$ cat src/ssp_pkg.sv
// Shared constants, types and codes for the sequential servo pulse generator.
package ssp_pkg;

    localparam int CHANNELS     = 8;
    localparam int TICKS_PER_US = 2;
    localparam int GUARD_TICKS  = 8;

    localparam int CH_W    = (CHANNELS > 1) ? $clog2(CHANNELS) : 1;
    localparam int CNT_W   = 17;
    localparam int SLOT_W  = 4;
    localparam int VAL_W   = 16;
    localparam int PROD_W  = VAL_W + $clog2(TICKS_PER_US + 1);

    localparam logic [SLOT_W-1:0] IDLE_SLOT  = SLOT_W'(8);
    localparam logic [SLOT_W-1:0] CHAN_LIMIT = SLOT_W'(CHANNELS);
    localparam logic [CNT_W-1:0]  GUARD_CNT  = CNT_W'(GUARD_TICKS);

    typedef enum logic [1:0] {
        ACT_TICK  = 2'd0,
        ACT_WIDTH = 2'd1,
        ACT_MIN   = 2'd2,
        ACT_MAX   = 2'd3
    } action_t;

    typedef enum logic [3:0] {
        REG_PERIOD = 4'd0,
        REG_ENABLE = 4'd1
    } reg_index_t;

    typedef struct packed {
        logic [SLOT_W-1:0] slot_cur;
        logic [SLOT_W-1:0] slot_next;
        logic              frame_start;
    } timer_status_t;

endpackage

$ cat src/sequential_servo_pulse_generator.sv
// Top level of the sequential servo pulse generator.
// Each transfer is either a timer tick or a write of a channel's width,
// minimum or maximum (in microseconds). Every input transfer yields exactly
// one result transfer: the pin levels, the active slot (8 = all slots done),
// a frame-start flag and a write-ok flag. One transfer is taken per clock
// cycle when the result side keeps up; each item passes through the input
// register and then the execute step that loads the output register.
// The rate is set by the width memory: the width of the running slot is read
// ahead through the registered read port, with the read address taken from
// the next slot index, so each tick finds its slot width ready. Limits are
// prefetched at the incoming channel. All three stores reset to zero through
// per-entry valid bits, so no clearing pass runs after reset.
module sequential_servo_pulse_generator (
    input  logic        aclk,
    input  logic        aresetn,
    // configuration write port
    input  logic        cfg_wr_en,
    input  logic [3:0]  cfg_index,
    input  logic [15:0] cfg_wdata,
    // input stream
    input  logic        s_tvalid,
    output logic        s_tready,
    input  logic [23:0] s_tdata,   // [3:0] channel, [19:4] width_us, rest zero
    input  logic [1:0]  s_tuser,   // [1:0] action
    // result stream
    output logic        m_tvalid,
    input  logic        m_tready,
    output logic [15:0] m_tdata    // [7:0] pin_levels, [11:8] active_channel,
                                   // [12] frame_start, [13] write_ok, rest zero
);

    // configuration registers
    logic [15:0] period_reg;
    logic [7:0]  enable_reg;

    // input register
    logic                 x_valid_reg;
    ssp_pkg::action_t     x_action_reg;
    logic [3:0]           x_channel_reg;
    logic [15:0]          x_width_reg;

    // output register
    logic        m_valid_reg;
    logic [15:0] m_data_reg;

    logic s_xfer, exec;
    logic is_tick, write_ok;
    logic [ssp_pkg::PROD_W-1:0] prod;
    logic [15:0] ticks, clamped;
    logic [15:0] width_rd, min_rd, max_rd;
    logic [ssp_pkg::CH_W-1:0] width_raddr, lim_raddr, waddr;
    logic [3:0]  lim_ch;
    logic [7:0]  pins;
    ssp_pkg::timer_status_t tstat;

    // config writes; indexes beyond the list are dropped
    always_ff @(posedge aclk) begin
        if (!aresetn) begin
            period_reg <= '0;
            enable_reg <= '0;
        end else if (cfg_wr_en) begin
            case (cfg_index)
                ssp_pkg::REG_PERIOD: period_reg <= cfg_wdata;
                ssp_pkg::REG_ENABLE: enable_reg <= cfg_wdata[7:0];
                default: ;
            endcase
        end
    end

    // handshake: execute when the output register is free or draining
    assign exec     = x_valid_reg && (!m_valid_reg || m_tready);
    assign s_tready = !x_valid_reg || exec;
    assign s_xfer   = s_tvalid && s_tready;

    always_ff @(posedge aclk) begin
        if (!aresetn) begin
            x_valid_reg <= 1'b0;
        end else if (s_tready) begin
            x_valid_reg <= s_tvalid;
        end
    end

    always_ff @(posedge aclk) begin
        if (s_xfer) begin
            x_action_reg  <= ssp_pkg::action_t'(s_tuser[1:0]);
            x_channel_reg <= s_tdata[3:0];
            x_width_reg   <= s_tdata[19:4];
        end
    end

    // execute step
    assign is_tick  = (x_action_reg == ssp_pkg::ACT_TICK);
    assign write_ok = !is_tick && (x_channel_reg < ssp_pkg::SLOT_W'(ssp_pkg::CHANNELS));
    assign waddr    = x_channel_reg[ssp_pkg::CH_W-1:0];

    always_comb begin
        prod    = ssp_pkg::PROD_W'(x_width_reg) * ssp_pkg::PROD_W'(ssp_pkg::TICKS_PER_US);
        ticks   = (prod > ssp_pkg::PROD_W'(16'hFFFF)) ? 16'hFFFF : prod[15:0];
        // when limits cross, values below the minimum take the minimum, all others the maximum
        if (ticks < min_rd) begin
            clamped = min_rd;
        end else if (ticks > max_rd) begin
            clamped = max_rd;
        end else begin
            clamped = ticks;
        end
    end

    ssp_timer u_timer (
        .aclk       (aclk),
        .aresetn    (aresetn),
        .step       (exec && is_tick),
        .period     (period_reg),
        .slot_width (width_rd),
        .status     (tstat)
    );

    // prefetch the width of the slot that the next tick will see
    assign width_raddr = (tstat.slot_next < ssp_pkg::CHAN_LIMIT)
                       ? tstat.slot_next[ssp_pkg::CH_W-1:0] : '0;

    // prefetch limits at the channel of the item held next cycle
    assign lim_ch    = s_xfer ? s_tdata[3:0] : x_channel_reg;
    assign lim_raddr = lim_ch[ssp_pkg::CH_W-1:0];

    ssp_ram #(.DEPTH(ssp_pkg::CHANNELS), .WIDTH(ssp_pkg::VAL_W), .AW(ssp_pkg::CH_W)) u_width_ram (
        .aclk    (aclk),
        .aresetn (aresetn),
        .we      (exec && write_ok && (x_action_reg == ssp_pkg::ACT_WIDTH)),
        .waddr   (waddr),
        .wdata   (clamped),
        .raddr   (width_raddr),
        .rdata   (width_rd)
    );

    ssp_ram #(.DEPTH(ssp_pkg::CHANNELS), .WIDTH(ssp_pkg::VAL_W), .AW(ssp_pkg::CH_W)) u_min_ram (
        .aclk    (aclk),
        .aresetn (aresetn),
        .we      (exec && write_ok && (x_action_reg == ssp_pkg::ACT_MIN)),
        .waddr   (waddr),
        .wdata   (ticks),
        .raddr   (lim_raddr),
        .rdata   (min_rd)
    );

    ssp_ram #(.DEPTH(ssp_pkg::CHANNELS), .WIDTH(ssp_pkg::VAL_W), .AW(ssp_pkg::CH_W)) u_max_ram (
        .aclk    (aclk),
        .aresetn (aresetn),
        .we      (exec && write_ok && (x_action_reg == ssp_pkg::ACT_MAX)),
        .waddr   (waddr),
        .wdata   (ticks),
        .raddr   (lim_raddr),
        .rdata   (max_rd)
    );

    // pin of the slot after this step, under the current enable mask
    always_comb begin
        pins = '0;
        if (tstat.slot_next < ssp_pkg::CHAN_LIMIT && enable_reg[tstat.slot_next[2:0]]) begin
            pins = 8'd1 << tstat.slot_next[2:0];
        end
    end

    // output register
    always_ff @(posedge aclk) begin
        if (!aresetn) begin
            m_valid_reg <= 1'b0;
        end else if (exec) begin
            m_valid_reg <= 1'b1;
        end else if (m_tready) begin
            m_valid_reg <= 1'b0;
        end
    end

    always_ff @(posedge aclk) begin
        if (exec) begin
            m_data_reg <= {2'b00, write_ok, is_tick && tstat.frame_start,
                           tstat.slot_next, pins};
        end
    end

    assign m_tvalid = m_valid_reg;
    assign m_tdata  = m_data_reg;

endmodule

$ cat src/ssp_ram.sv
// Small synchronous RAM: one write port, one registered read port, write-through, zero reset.
module ssp_ram #(
    parameter int DEPTH = 8,
    parameter int WIDTH = 16,
    parameter int AW    = 3
) (
    input  logic             aclk,
    input  logic             aresetn,
    input  logic             we,
    input  logic [AW-1:0]    waddr,
    input  logic [WIDTH-1:0] wdata,
    input  logic [AW-1:0]    raddr,
    output logic [WIDTH-1:0] rdata
);

    logic [WIDTH-1:0] mem [DEPTH];
    logic [DEPTH-1:0] valid_reg;
    logic [WIDTH-1:0] rdata_reg;

    always_ff @(posedge aclk) begin
        if (!aresetn) begin
            valid_reg <= '0;
        end else if (we) begin
            valid_reg[waddr] <= 1'b1;
        end
    end

    always_ff @(posedge aclk) begin
        if (we) begin
            mem[waddr] <= wdata;
        end
    end

    // write-through keeps a same-cycle update visible to the next read
    always_ff @(posedge aclk) begin
        if (we && (waddr == raddr)) begin
            rdata_reg <= wdata;
        end else if (!aresetn || !valid_reg[raddr]) begin
            rdata_reg <= '0;
        end else begin
            rdata_reg <= mem[raddr];
        end
    end

    assign rdata = rdata_reg;

endmodule

$ cat src/ssp_timer.sv
// Frame and slot counters: advances the slot sequence on each tick, or holds it idle while the period is zero.
module ssp_timer (
    input  logic                         aclk,
    input  logic                         aresetn,
    input  logic                         step,
    input  logic [ssp_pkg::VAL_W-1:0]    period,
    input  logic [ssp_pkg::VAL_W-1:0]    slot_width,
    output ssp_pkg::timer_status_t       status
);

    logic [ssp_pkg::CNT_W-1:0]  frame_count_reg, frame_count_next;
    logic [ssp_pkg::CNT_W-1:0]  slot_count_reg, slot_count_next;
    logic [ssp_pkg::SLOT_W-1:0] slot_index_reg, slot_index_next;
    logic [ssp_pkg::CNT_W-1:0]  frame_len, fc_wrapped, fc_inc, slot_len, sc_inc;
    logic                       fstart;

    always_ff @(posedge aclk) begin
        if (!aresetn) begin
            frame_count_reg <= '0;
            slot_count_reg  <= '0;
            slot_index_reg  <= ssp_pkg::IDLE_SLOT;
        end else begin
            frame_count_reg <= frame_count_next;
            slot_count_reg  <= slot_count_next;
            slot_index_reg  <= slot_index_next;
        end
    end

    always_comb begin
        frame_len  = {1'b0, period} + ssp_pkg::GUARD_CNT;
        fc_wrapped = (frame_count_reg >= frame_len) ? '0 : frame_count_reg;
        fc_inc     = fc_wrapped + ssp_pkg::CNT_W'(1);
        slot_len   = {1'b0, slot_width} + ssp_pkg::GUARD_CNT;
        sc_inc     = slot_count_reg + ssp_pkg::CNT_W'(1);

        frame_count_next = frame_count_reg;
        slot_count_next  = slot_count_reg;
        slot_index_next  = slot_index_reg;
        fstart           = 1'b0;

        if (step) begin
            if (period == '0) begin
                frame_count_next = '0;
                slot_count_next  = '0;
                slot_index_next  = ssp_pkg::IDLE_SLOT;
            end else begin
                if (fc_wrapped == '0) begin
                    fstart          = 1'b1;
                    slot_index_next = '0;
                    slot_count_next = '0;
                end else if (slot_index_reg < ssp_pkg::CHAN_LIMIT) begin
                    if (sc_inc >= slot_len) begin
                        slot_count_next = '0;
                        slot_index_next = slot_index_reg + ssp_pkg::SLOT_W'(1);
                        if (slot_index_next >= ssp_pkg::CHAN_LIMIT) begin
                            slot_index_next = ssp_pkg::IDLE_SLOT;
                        end
                    end else begin
                        slot_count_next = sc_inc;
                    end
                end else begin
                    slot_index_next = ssp_pkg::IDLE_SLOT;
                end
                frame_count_next = (fc_inc >= frame_len) ? '0 : fc_inc;
            end
        end

        status.slot_cur    = slot_index_reg;
        status.slot_next   = slot_index_next;
        status.frame_start = fstart;
    end

endmodule

$ cat config.mk
export PLATFORM = sky130hd
export DESIGN_NAME = sequential_servo_pulse_generator
export DESIGN_NICKNAME = d
export VERILOG_FILES = /design/src/ssp_pkg.sv /design/src/sequential_servo_pulse_generator.sv /design/src/ssp_ram.sv /design/src/ssp_timer.sv
export SDC_FILE = /design/constraint.sdc
export NUM_CORES = 1
export LEC_CHECK = 0
export BUFFER_PORTS_ARGS = -buffer_cell sky130_fd_sc_hd__buf_2
export CAP_MARGIN = 20
export CORE_MARGIN = 2
export CORE_UTILIZATION = 35
export DETAILED_ROUTE_END_ITERATION = 16
export GPL_ROUTABILITY_DRIVEN = 0
export RECOVER_POWER = 50
export SETUP_SLACK_MARGIN = 0.3
export SLEW_MARGIN = 20
export SYNTH_ARGS = -nofsm -noshare
export SYNTH_HDL_FRONTEND = slang
export SYNTH_SLANG_ARGS = --single-unit
$ cat constraint.sdc
create_clock -name aclk -period 10.88 [get_ports aclk]
set_input_delay 3.264 -clock aclk [delete_from_list [all_inputs] [get_ports aclk]]
set_output_delay 3.264 -clock aclk [all_outputs]
set_load 0.01 [all_outputs]
**After elaboration in Yosys (flattened, before gate mapping)**

Memory sizes are Yosys's and may differ from the RTL's.
Index checks and enable logic that the tools add are counted.

- Output and inout bits: 18
- Flip-flop bits (word level): 172
- Memory bits (writable): 384
- Input bits: 51
- Memories: 3

Memories:

| name | words | bits a word | read ports | clocked after memory_dff | write ports | line | text |
|---|---|---|---|---|---|---|---|
| u_max_ram.mem | 8 | 16 | 1 | 0 | 1 | ssp_ram.sv:16 | `logic [WIDTH-1:0] mem [DEPTH];` |
| u_min_ram.mem | 8 | 16 | 1 | 0 | 1 | ssp_ram.sv:16 |  |
| u_width_ram.mem | 8 | 16 | 1 | 0 | 1 | ssp_ram.sv:16 |  |

- Bitwise gates (word level): 3
- Shift operators: 1
- $add $sub $neg: 5
- Magnitude comparators: 15
- Reductions and logical operators: 35
- Equality and inequality tests: 6
- Multiplexer cells: 45

Operators by type and width:

| kind | count |
|---|---|
| $mux W16 | 9 |
| $mux W17 | 7 |
| $ge A17 B17 Y1 | 3 |
| $add A16 B4 Y17 const B | 2 |
| $add A17 B1 Y17 const B | 2 |
| $mux W4 | 6 |
| $or A8 B8 Y8 | 3 |
| $gt A17 B16 Y1 const B | 1 |
| $logic_not A17 Y1 | 1 |
| $gt A16 B16 Y1 | 1 |
| $logic_not A16 Y1 | 1 |
| $lt A16 B16 Y1 | 1 |
| $lt A3 B4 Y1 const B | 4 |
| $mux W1 | 16 |
| $logic_and A1 B1 Y1 | 14 |
| $bmux W1 S3 | 4 |
| $lt A4 B4 Y1 const B | 3 |
| $shl A1 B3 Y8 const A | 1 |
| $logic_not A1 Y1 | 7 |
| $eq A3 B3 Y1 | 2 |
| $mux W3 | 2 |
| $reduce_and A2 Y1 | 3 |
| $logic_or A1 B1 Y1 | 5 |
| $add A4 B1 Y4 const B | 1 |
| other kinds (10) | 11 |

**Longest topological paths before layout**

Gate-level depths: netlist of the first run.

- Word-level depth: 16
- Depth in mapped cells: 27
- Gate-level depth less buffers: 26

**By module**

Synthesis of the first run repeated with hierarchy kept, for this count alone.

- Cells, all modules: 1692
- Area total of the unflattened synthesis: 24491.0 um^2

Modules (own cells, without submodules):

| module | area each (um^2) | sequential area each (um^2) | instances | cells an instance |
|---|---|---|---|---|
| ssp_ram (u_max_ram ...) | 5679.2 | 4324.1 | 2 | 283 |
| ssp_ram (u_min_ram) | 5680.4 | 4324.1 | 1 | 283 |
| ssp_timer | 3938.8 | 760.7 | 1 | 513 |
| sequential_servo_pulse_generator | 3513.4 | 1571.5 | 1 | 330 |

**Worst setup path before layout of the first run**

No wires, ideal clock.

- Kind: input-to-output
- Start point: input port m_tready
- End point: output port s_tready
- Setup slack: 4.074 ns
- Path buffers: 0
- Stages on the path: 2
- Arrival: 3.542 ns
- Data required time: 7.616 ns
- Cell sequence: nor2b_1 -> nand2_1

- Cells in the longest elaborated chain, start to end: 3

Ends and longest elaborated chain:

| element | line | text |
|---|---|---|
| from (decl) | sequential_servo_pulse_generator.sv:27 | `input logic m_tready,` |
| $logic_or A1 B1 Y1 | sequential_servo_pulse_generator.sv:71 | `assign exec = x_valid_reg && (!m_valid_reg \|\| m_tready);` |
| $logic_and A1 B1 Y1 | sequential_servo_pulse_generator.sv:71 |  |
| $logic_or A1 B1 Y1 | sequential_servo_pulse_generator.sv:72 | `assign s_tready = !x_valid_reg \|\| exec;` |
| to (decl) | sequential_servo_pulse_generator.sv:22 | `output logic s_tready,` |

Every way passes these cells.

**Worst setup path in the final report of the first run**

- Start point: input port m_tready
- End point: register u_max_ram.rdata_reg[3], in the netlist u_max_ram.rdata[3]

- Cells in the longest elaborated chain, start to end: 11
- Elaborated cells on any way between the ends: 16

Ends and longest elaborated chain:

| element | line | text |
|---|---|---|
| $logic_or A1 B1 Y1 (*) | sequential_servo_pulse_generator.sv:71 |  |
| $logic_and A1 B1 Y1 (*) | sequential_servo_pulse_generator.sv:71 |  |
| $logic_or A1 B1 Y1 | sequential_servo_pulse_generator.sv:72 |  |
| $logic_and A1 B1 Y1 | sequential_servo_pulse_generator.sv:73 | `assign s_xfer = s_tvalid && s_tready;` |
| $mux W3 | n/a |  |
| $bmux W1 S3 | ssp_ram.sv:38 | `end else if (!aresetn \|\| !valid_reg[raddr]) begin` |
| $mux W1 (not written as such) | ssp_ram.sv:38 |  |
| $logic_not A1 Y1 | ssp_ram.sv:38 |  |
| $logic_or A1 B1 Y1 | ssp_ram.sv:38 |  |
| $mux W16 | ssp_ram.sv:38 |  |
| $mux W16 (*) | ssp_ram.sv:36 | `if (we && (waddr == raddr)) begin` |
| to (signal assigned) | ssp_ram.sv:37 | `rdata_reg <= wdata;` |
| to (signal assigned) | ssp_ram.sv:41 | `rdata_reg <= mem[raddr];` |
| to (decl) | ssp_ram.sv:18 | `logic [WIDTH-1:0] rdata_reg;` |

Every way passes the cells marked *; elsewhere a longest branch is shown, timed or not. The select of a mux whose other input is x is not followed.
A chain may end at the register's enable or synchronous reset.

==> results of run 1 <==
-- cell families (layout without fill, tap and decap cells) --
kind of cell | Yosys count | in the layout | synth area share, %
AOI/OAI and AO/OA | 453 | 453 | 12.8
DFF | 556 | 556 | 61.5
muxes | 57 | 57 | 2.35
buffers and inverters | 190 | 292 | 3.01
and+or+nand+nor | 759 | 759 | 14.3
other | 1 | 2 | 0.0151
adders and majority gates | 79 | 79 | 3.97
xor gates and xnor gates | 56 | 56 | 2.08
-- layout by cell type (no fill, tap or decap), types with 38 or more instances in the layout --
cell type	n
a21oi_1	49
a311oi_1	66
and3_1	95
buf_2	43
clkbuf_1	42
clkbuf_16	59
dfxtp_1	139
edfxtp_1	417
ha_1	79
inv_1	67
mux2i_1	52
nand2_1	391
nand3_1	38
nor2_1	73
o21ai_0	131
-- layer usage --
metal | share of wire, % | wire, um
met1 | 44 | 27700
met2 | 49 | 30800
met3 | 5.4 | 3440
met4 | 2.5 | 1580
met5 | 0 | 0
-- power breakdown --
part | leakage, nW | internal (W) | switching [W]
sequential | 4.87 | 0.00233 | 0.0000160
clock | 0.982 | 0.00121 | 0.000861
combinational | 3.95 | 0.0000998 | 0.000237
-- per-stage QoR --
step           total power [W]  hold slack, ns  setup WS (ns)  cells
2_1_floorplan          0.00260           0.440           4.07   2152
4_1_cts                0.00479           0.468           3.77   3194
5_1_grt                0.00492           0.480           2.00   3194
6_report               0.00475           0.466           2.44   3194
3_3_place_gp           0.00271           0.446           3.24   3082
3_5_place_dp           0.00272           0.452           3.18   3082
-- cell usage after synthesis (all sizes together) (49+ instances only) --
| library cell | n |
|---|---|
| a21oi | 49 |
| a311oi | 66 |
| and3 | 95 |
| clkbuf | 89 |
| dfxtp | 139 |
| edfxtp | 417 |
| ha | 79 |
| inv | 70 |
| mux2i | 55 |
| nand2 | 391 |
| nor2 | 90 |
| o21ai | 137 |
-- worst register-to-register path: stages, from the launching register on --
cell and delay (ns):
dfxtp_1 0.53, ha_1 0.34, nand3_1 0.21, nor2_1 0.26, and3_1 0.21, xnor2_1 0.11, ha_1 0.23, a31oi_1 0.21
nor4_1 0.10, a211oi_1 0.50, o21ai_1 0.13, clkbuf_1 0.50, nor2_1 0.44, inv_1 0.08, ha_1 0.36, a2111oi_4 0.37
o21ai_2 0.13, a22oi_2 0.23, buf_4 0.57, nor2_1 0.35, a22o_1 0.32, nor4b_4 0.97, a32o_1 0.31
-- worst paths after layout --
check,from,end,slack (ns),cells after the start
worst max register to register,period_reg[3],u_width_ram.rdata[8],3.31,22
worst min-delay path,u_width_ram.valid_reg[0],u_width_ram.valid_reg[0],0.47,1
worst max-delay path,m_tready,u_max_ram.rdata[3],2.44,12
worst min register to register,u_width_ram.valid_reg[0],u_width_ram.valid_reg[0],0.47,1
-- final cells by class --
cell class / instances / area, um^2 / share of cell area, %
Clock buffer: 82 / 1690 / 5.98
Clock inverter: 30 / 340 / 1.20
Inverter: 70 / 264 / 0.933
Multi-Input combinational cell: 1406 / 8930 / 31.6
Sequential cell: 556 / 15300 / 54.1
Tap cell: 940 / 1180 / 4.15
Timing Repair Buffer: 110 / 598 / 2.11
==> results.toml, run 1 <==
[synth]
postSynth.asyncResetShare_pct = 0
netlist.area_leader.share_pct = 50.3
synthTopCellsByArea = "edfxtp_1 (50%), dfxtp_1 (11%), nand2_1 (5.9%)"
seq_area_frac_synth_pct = 61.5
synth_edf_count = 417
postSynthAreaPerCell_um2 = 11.6
syn-cell-area_um2 = 24900
ys_ff_latch = 556
synth_ff_type = "edfxtp_1"
yosys_warnings = 0
ys_types = 77
synth_cells = 2151
synth_top_cell_by_area = "edfxtp_1"

[final_layout]
final_util_pct = 40.3
areaGrowthSynthToFinish_pct = 13.7
n_fill_cell = 6650
diodes = 0
layout-drive-gt1-share_pct = 9.45
nets = 2333
reg_top3 = "u_max_ram.mem: 128 flops, u_min_ram.mem: 128 flops, u_width_ram.mem: 128 flops"
final_area_um2 = 28300

[global_route]
grt_util_met3_pct = 2.33
grt_pass1_vias = 17000
gr-max-usage-layer = "met2"
met2_usage_pct = 28.9
grt_pass1_wl_um = 98400
grt.overflow.total = 0
grt_start_max_net_pins = 96
antenna_found_initial = 0
grtUsageTotal_pct = 17.1
grt_use_met1_pct = 22.6

[timing]
slew-limit-headroom_pct = -109
setup-violations-final = 0
worstMarginPinSlew_ns = 3.14
hold_viol_final = 0
maxClockFrequency_mhz = 118
drv_slew = 209
rsz0062_at_grt = "false"
period_minus_slack_ns = 8.44
timing.final.crit_share_pct = 77.6
skew_ns = 0.0582
setup_tns_ns = 0

[drt]
drt_pass1_iterations = 5
vias = 17100
vias_per_cell = 5.34
drcViolationCount = 0
wirelength_um = 63500
drt-initial-drc-count = 1330
wire_per_inst_um = 19.9
antenna_left = 0

[worst_setup_path]
cpMostUsedCell = "nand2_1"
critPathKind = "in2reg"
path_cells = "buf_2, nor2b_1, nand2_1, nand2_1, mux2i_4, clkinvlp_2, buf_4, nand2_1, and3_1, a311oi_1, o21ai_0, o21ai_0"
cp_data_required_time_ns = 11.37
path_buf_inv = 3
startpoint_type = "input port"
crit_family = "buffers and inverters"
slowest_delay_ns = 2.26
cp_max_fo = 75
crit_arrival_ns = 8.94
cp-end-kind = "register"
critPathSlowestCell = "clkinvlp_2"

[cts]
cts_max_path_buffers = 3
cts_tree = "yes"
root_buffer = "clkbuf_16"
cts_hold_buffers = 0
clkSinkCount = 556
htreeDepth = 2
path_clk_slew_ns = 0.06
ctsResizeCount = 0
clk_latency_ns = 0.64
cts_made_buffers = 59
post-cts-setup-buffer-count = 0

[placement]
placed_cell_area_um2 = 26400
portBuffers = 62
dp_hpwl_um = 38900

[floorplanning]
die_h_um = 271
initial_core_util_pct = 35.4
dieArea_um2 = 73300
die_x_um = 271
coreArea_um2 = 70300
num_rows = 97
io_pins = 69

[pwr]
p_per_area_nw_per_um2 = 168
irDropWorstVdd_v = 0.000111
leakage_nw = 9.80

[status]
status = "complete, but fails checks"
violations = "capacitance limit, slew limit"

[flow_run]
max-cap-violations = 4

[min_path]
hp-class = "reg2reg"
Note: power is estimated with default switching activity, not from simulation.
==> run 2: changes to the inputs <==
==> constraint.sdc (replaced) <==
create_clock -name aclk -period 8.42 [get_ports aclk]
set_input_delay 2.526 -clock aclk [delete_from_list [all_inputs] [get_ports aclk]]
set_output_delay 2.526 -clock aclk [all_outputs]
set_load 0.01 [all_outputs]
==> results.toml, run 2 (synthesis results as in run 1) <==
[worst_setup_path]
crit_arrival_ns = 7.69
timing.rr.end = "u_width_ram.rdata[1]"
cpMostUsedCell = "nand2_1"
cp_max_fo = 72
critPathSlowestCell = "clkinvlp_2"
reg2reg_depth = 20
reg2reg_from = "u_timer.slot_count_reg[0]"
critPathKind = "in2reg"
path_cells = "buf_2, nor2b_1, nand2_1, nand2_1, mux2i_4, clkinvlp_2, buf_4, nand2_1, and3_1, a311oi_1, o21ai_0, o21ai_0"
slowest_delay_ns = 1.86
cp-end-kind = "register"
cp_data_required_time_ns = 8.90
r2r_slack_ns = 1.52
startpoint_type = "input port"

[min_path]
hp-class = "reg2reg"
holdPathStages = 1
hold_start = "u_width_ram.valid_reg[2]"
hold_end = "u_width_ram.valid_reg[2]"

[drt]
vias_per_cell = 5.40
drt-initial-drc-count = 1625
wire_per_inst_um = 19.8
vias = 17200
antenna_left = 0
drt_pass1_iterations = 6
wirelength_um = 63200
drcViolationCount = 0

[floorplanning]
io_pins = 69
initial_core_util_pct = 35.4
die_h_um = 271
num_rows = 97
dieArea_um2 = 73300
die_x_um = 271
coreArea_um2 = 70300

[cts]
cts_made_buffers = 58
post-cts-setup-buffer-count = 0
path_clk_slew_ns = 0.06
cts_tree = "yes"
root_buffer = "clkbuf_16"
ctsResizeCount = 0
cts_hold_buffers = 0
htreeDepth = 2
clkSinkCount = 556
clk_latency_ns = 0.63
cts_max_path_buffers = 3

[final_layout]
layout_common_cells = "edfxtp_1 (417), nand2_1 (391), dfxtp_1 (139), o21ai_0 (121), and3_1 (95)"
areaGrowthSynthToFinish_pct = 13.4
nets = 2330
reg_top3 = "u_max_ram.mem: 128 flops, u_min_ram.mem: 128 flops, u_width_ram.mem: 128 flops"
mostFrequentLayoutCell = "edfxtp_1"
diodes = 0
n_fill_cell = 6622
layout-drive-gt1-share_pct = 8.71

[timing]
skew_ns = 0.0636
hold_viol_final = 0
rsz0062_at_grt = "false"
drv_slew = 252
timing.final.crit_share_pct = 85.6
hold_ws_ns = 0.465
worstMarginPinSlew_ns = 2.41
slew-limit-headroom_pct = -61.3
setup_tns_ns = 0
maxClockFrequency_mhz = 139
setup-violations-final = 0
period_minus_slack_ns = 7.21

[global_route]
grtUsageTotal_pct = 16.9
grt_start_max_net_pins = 76
antenna_found_initial = 0
grt_pass1_vias = 16800
grt_pass1_wl_um = 97200
grt.overflow.total = 0

[placement]
portBuffers = 62
dp_hpwl_um = 39400

[status]
status = "complete, but fails checks"
violations = "capacitance limit, slew limit"

[pwr]
irDropWorstVdd_v = 0.000142
leakage_nw = 9.71
p_per_area_nw_per_um2 = 215

[flow_run]
max-cap-violations = 7
[run 2: cell types whose count changed in the layout (fill, tap and decap cells not counted), sizes merged]
cell,previous run,this run
bufinv,5,3
buf,78,68
clkinvlp,6,3
clkbuf,114,126
clkinv,18,16
[run 2: layout make-up]
type	count	area (um^2)	area share, %
flip-flops and latches	556	15300	54.2
multi-input cells	1406	8940	31.7
clock buffers	86	1740	6.17
well taps	940	1180	4.17
repair buffers	108	554	1.96
inverters	70	264	0.936
clock inverters	23	231	0.820
[run 2: worst max path at each step]
stage          cells past startpoint                    end                 startpoint  slack, ns
2_1_floorplan                     15  u_width_ram.rdata[10]                   m_tready       3.06
3_3_place_gp                      11   u_width_ram.rdata[0]                   m_tready       1.55
3_5_place_dp                      11  u_width_ram.rdata[15]                   m_tready       1.43
4_1_cts                           20   u_width_ram.rdata[1]  u_timer.slot_count_reg[0]       1.61
5_1_grt                           12     u_max_ram.rdata[4]                   m_tready       0.72
6_report                          12     u_max_ram.rdata[3]                   m_tready       1.21
[run 2: metal layers]
metal / vias to the layer above / part of all wire (%) / GRT usage (%)
li1: 8060 / - / -
met1: 8509 / 44 / 22.5
met2: 525 / 47 / 28.1
met3: 130 / 5.6 / 2.49
met4: 0 / 3.0 / 5.63
met5: - / 0 / 0
[run 2: critical path, delay by kind of cell]
family | cells | cell delay [ns]
AO/OA/AOI/OAI | 3 | 0.62
multiplexers | 1 | 0.38
AND/OR/NAND/NOR | 5 | 1.08
buffers and inverters | 3 | 3.00
[run 2: stage by stage]
step | util (%) | worst slack (ns) | cell area (um^2) | total power [W] | instances
floorplan | - | 3.06 | 24900 | 0.00335 | 2152
CTS | 40.3 | 1.61 | 28300 | 0.00611 | 3189
detailed placement | 37.5 | 1.43 | 26300 | 0.00352 | 3080
global route | 40.2 | 0.716 | 28200 | 0.00628 | 3189
finish | 40.2 | 1.21 | 28200 | 0.00606 | 3189
global placement | 37.5 | 1.55 | 26300 | 0.00350 | 3080
[run 2: power breakdown]
part	internal [W]	leakage [nW]	total [W]	switching, W
Combinational	0.000129	3.89	0.000436	0.000307
Clock	0.00152	0.963	0.00260	0.00107
Sequential	0.00301	4.87	0.00303	0.0000204
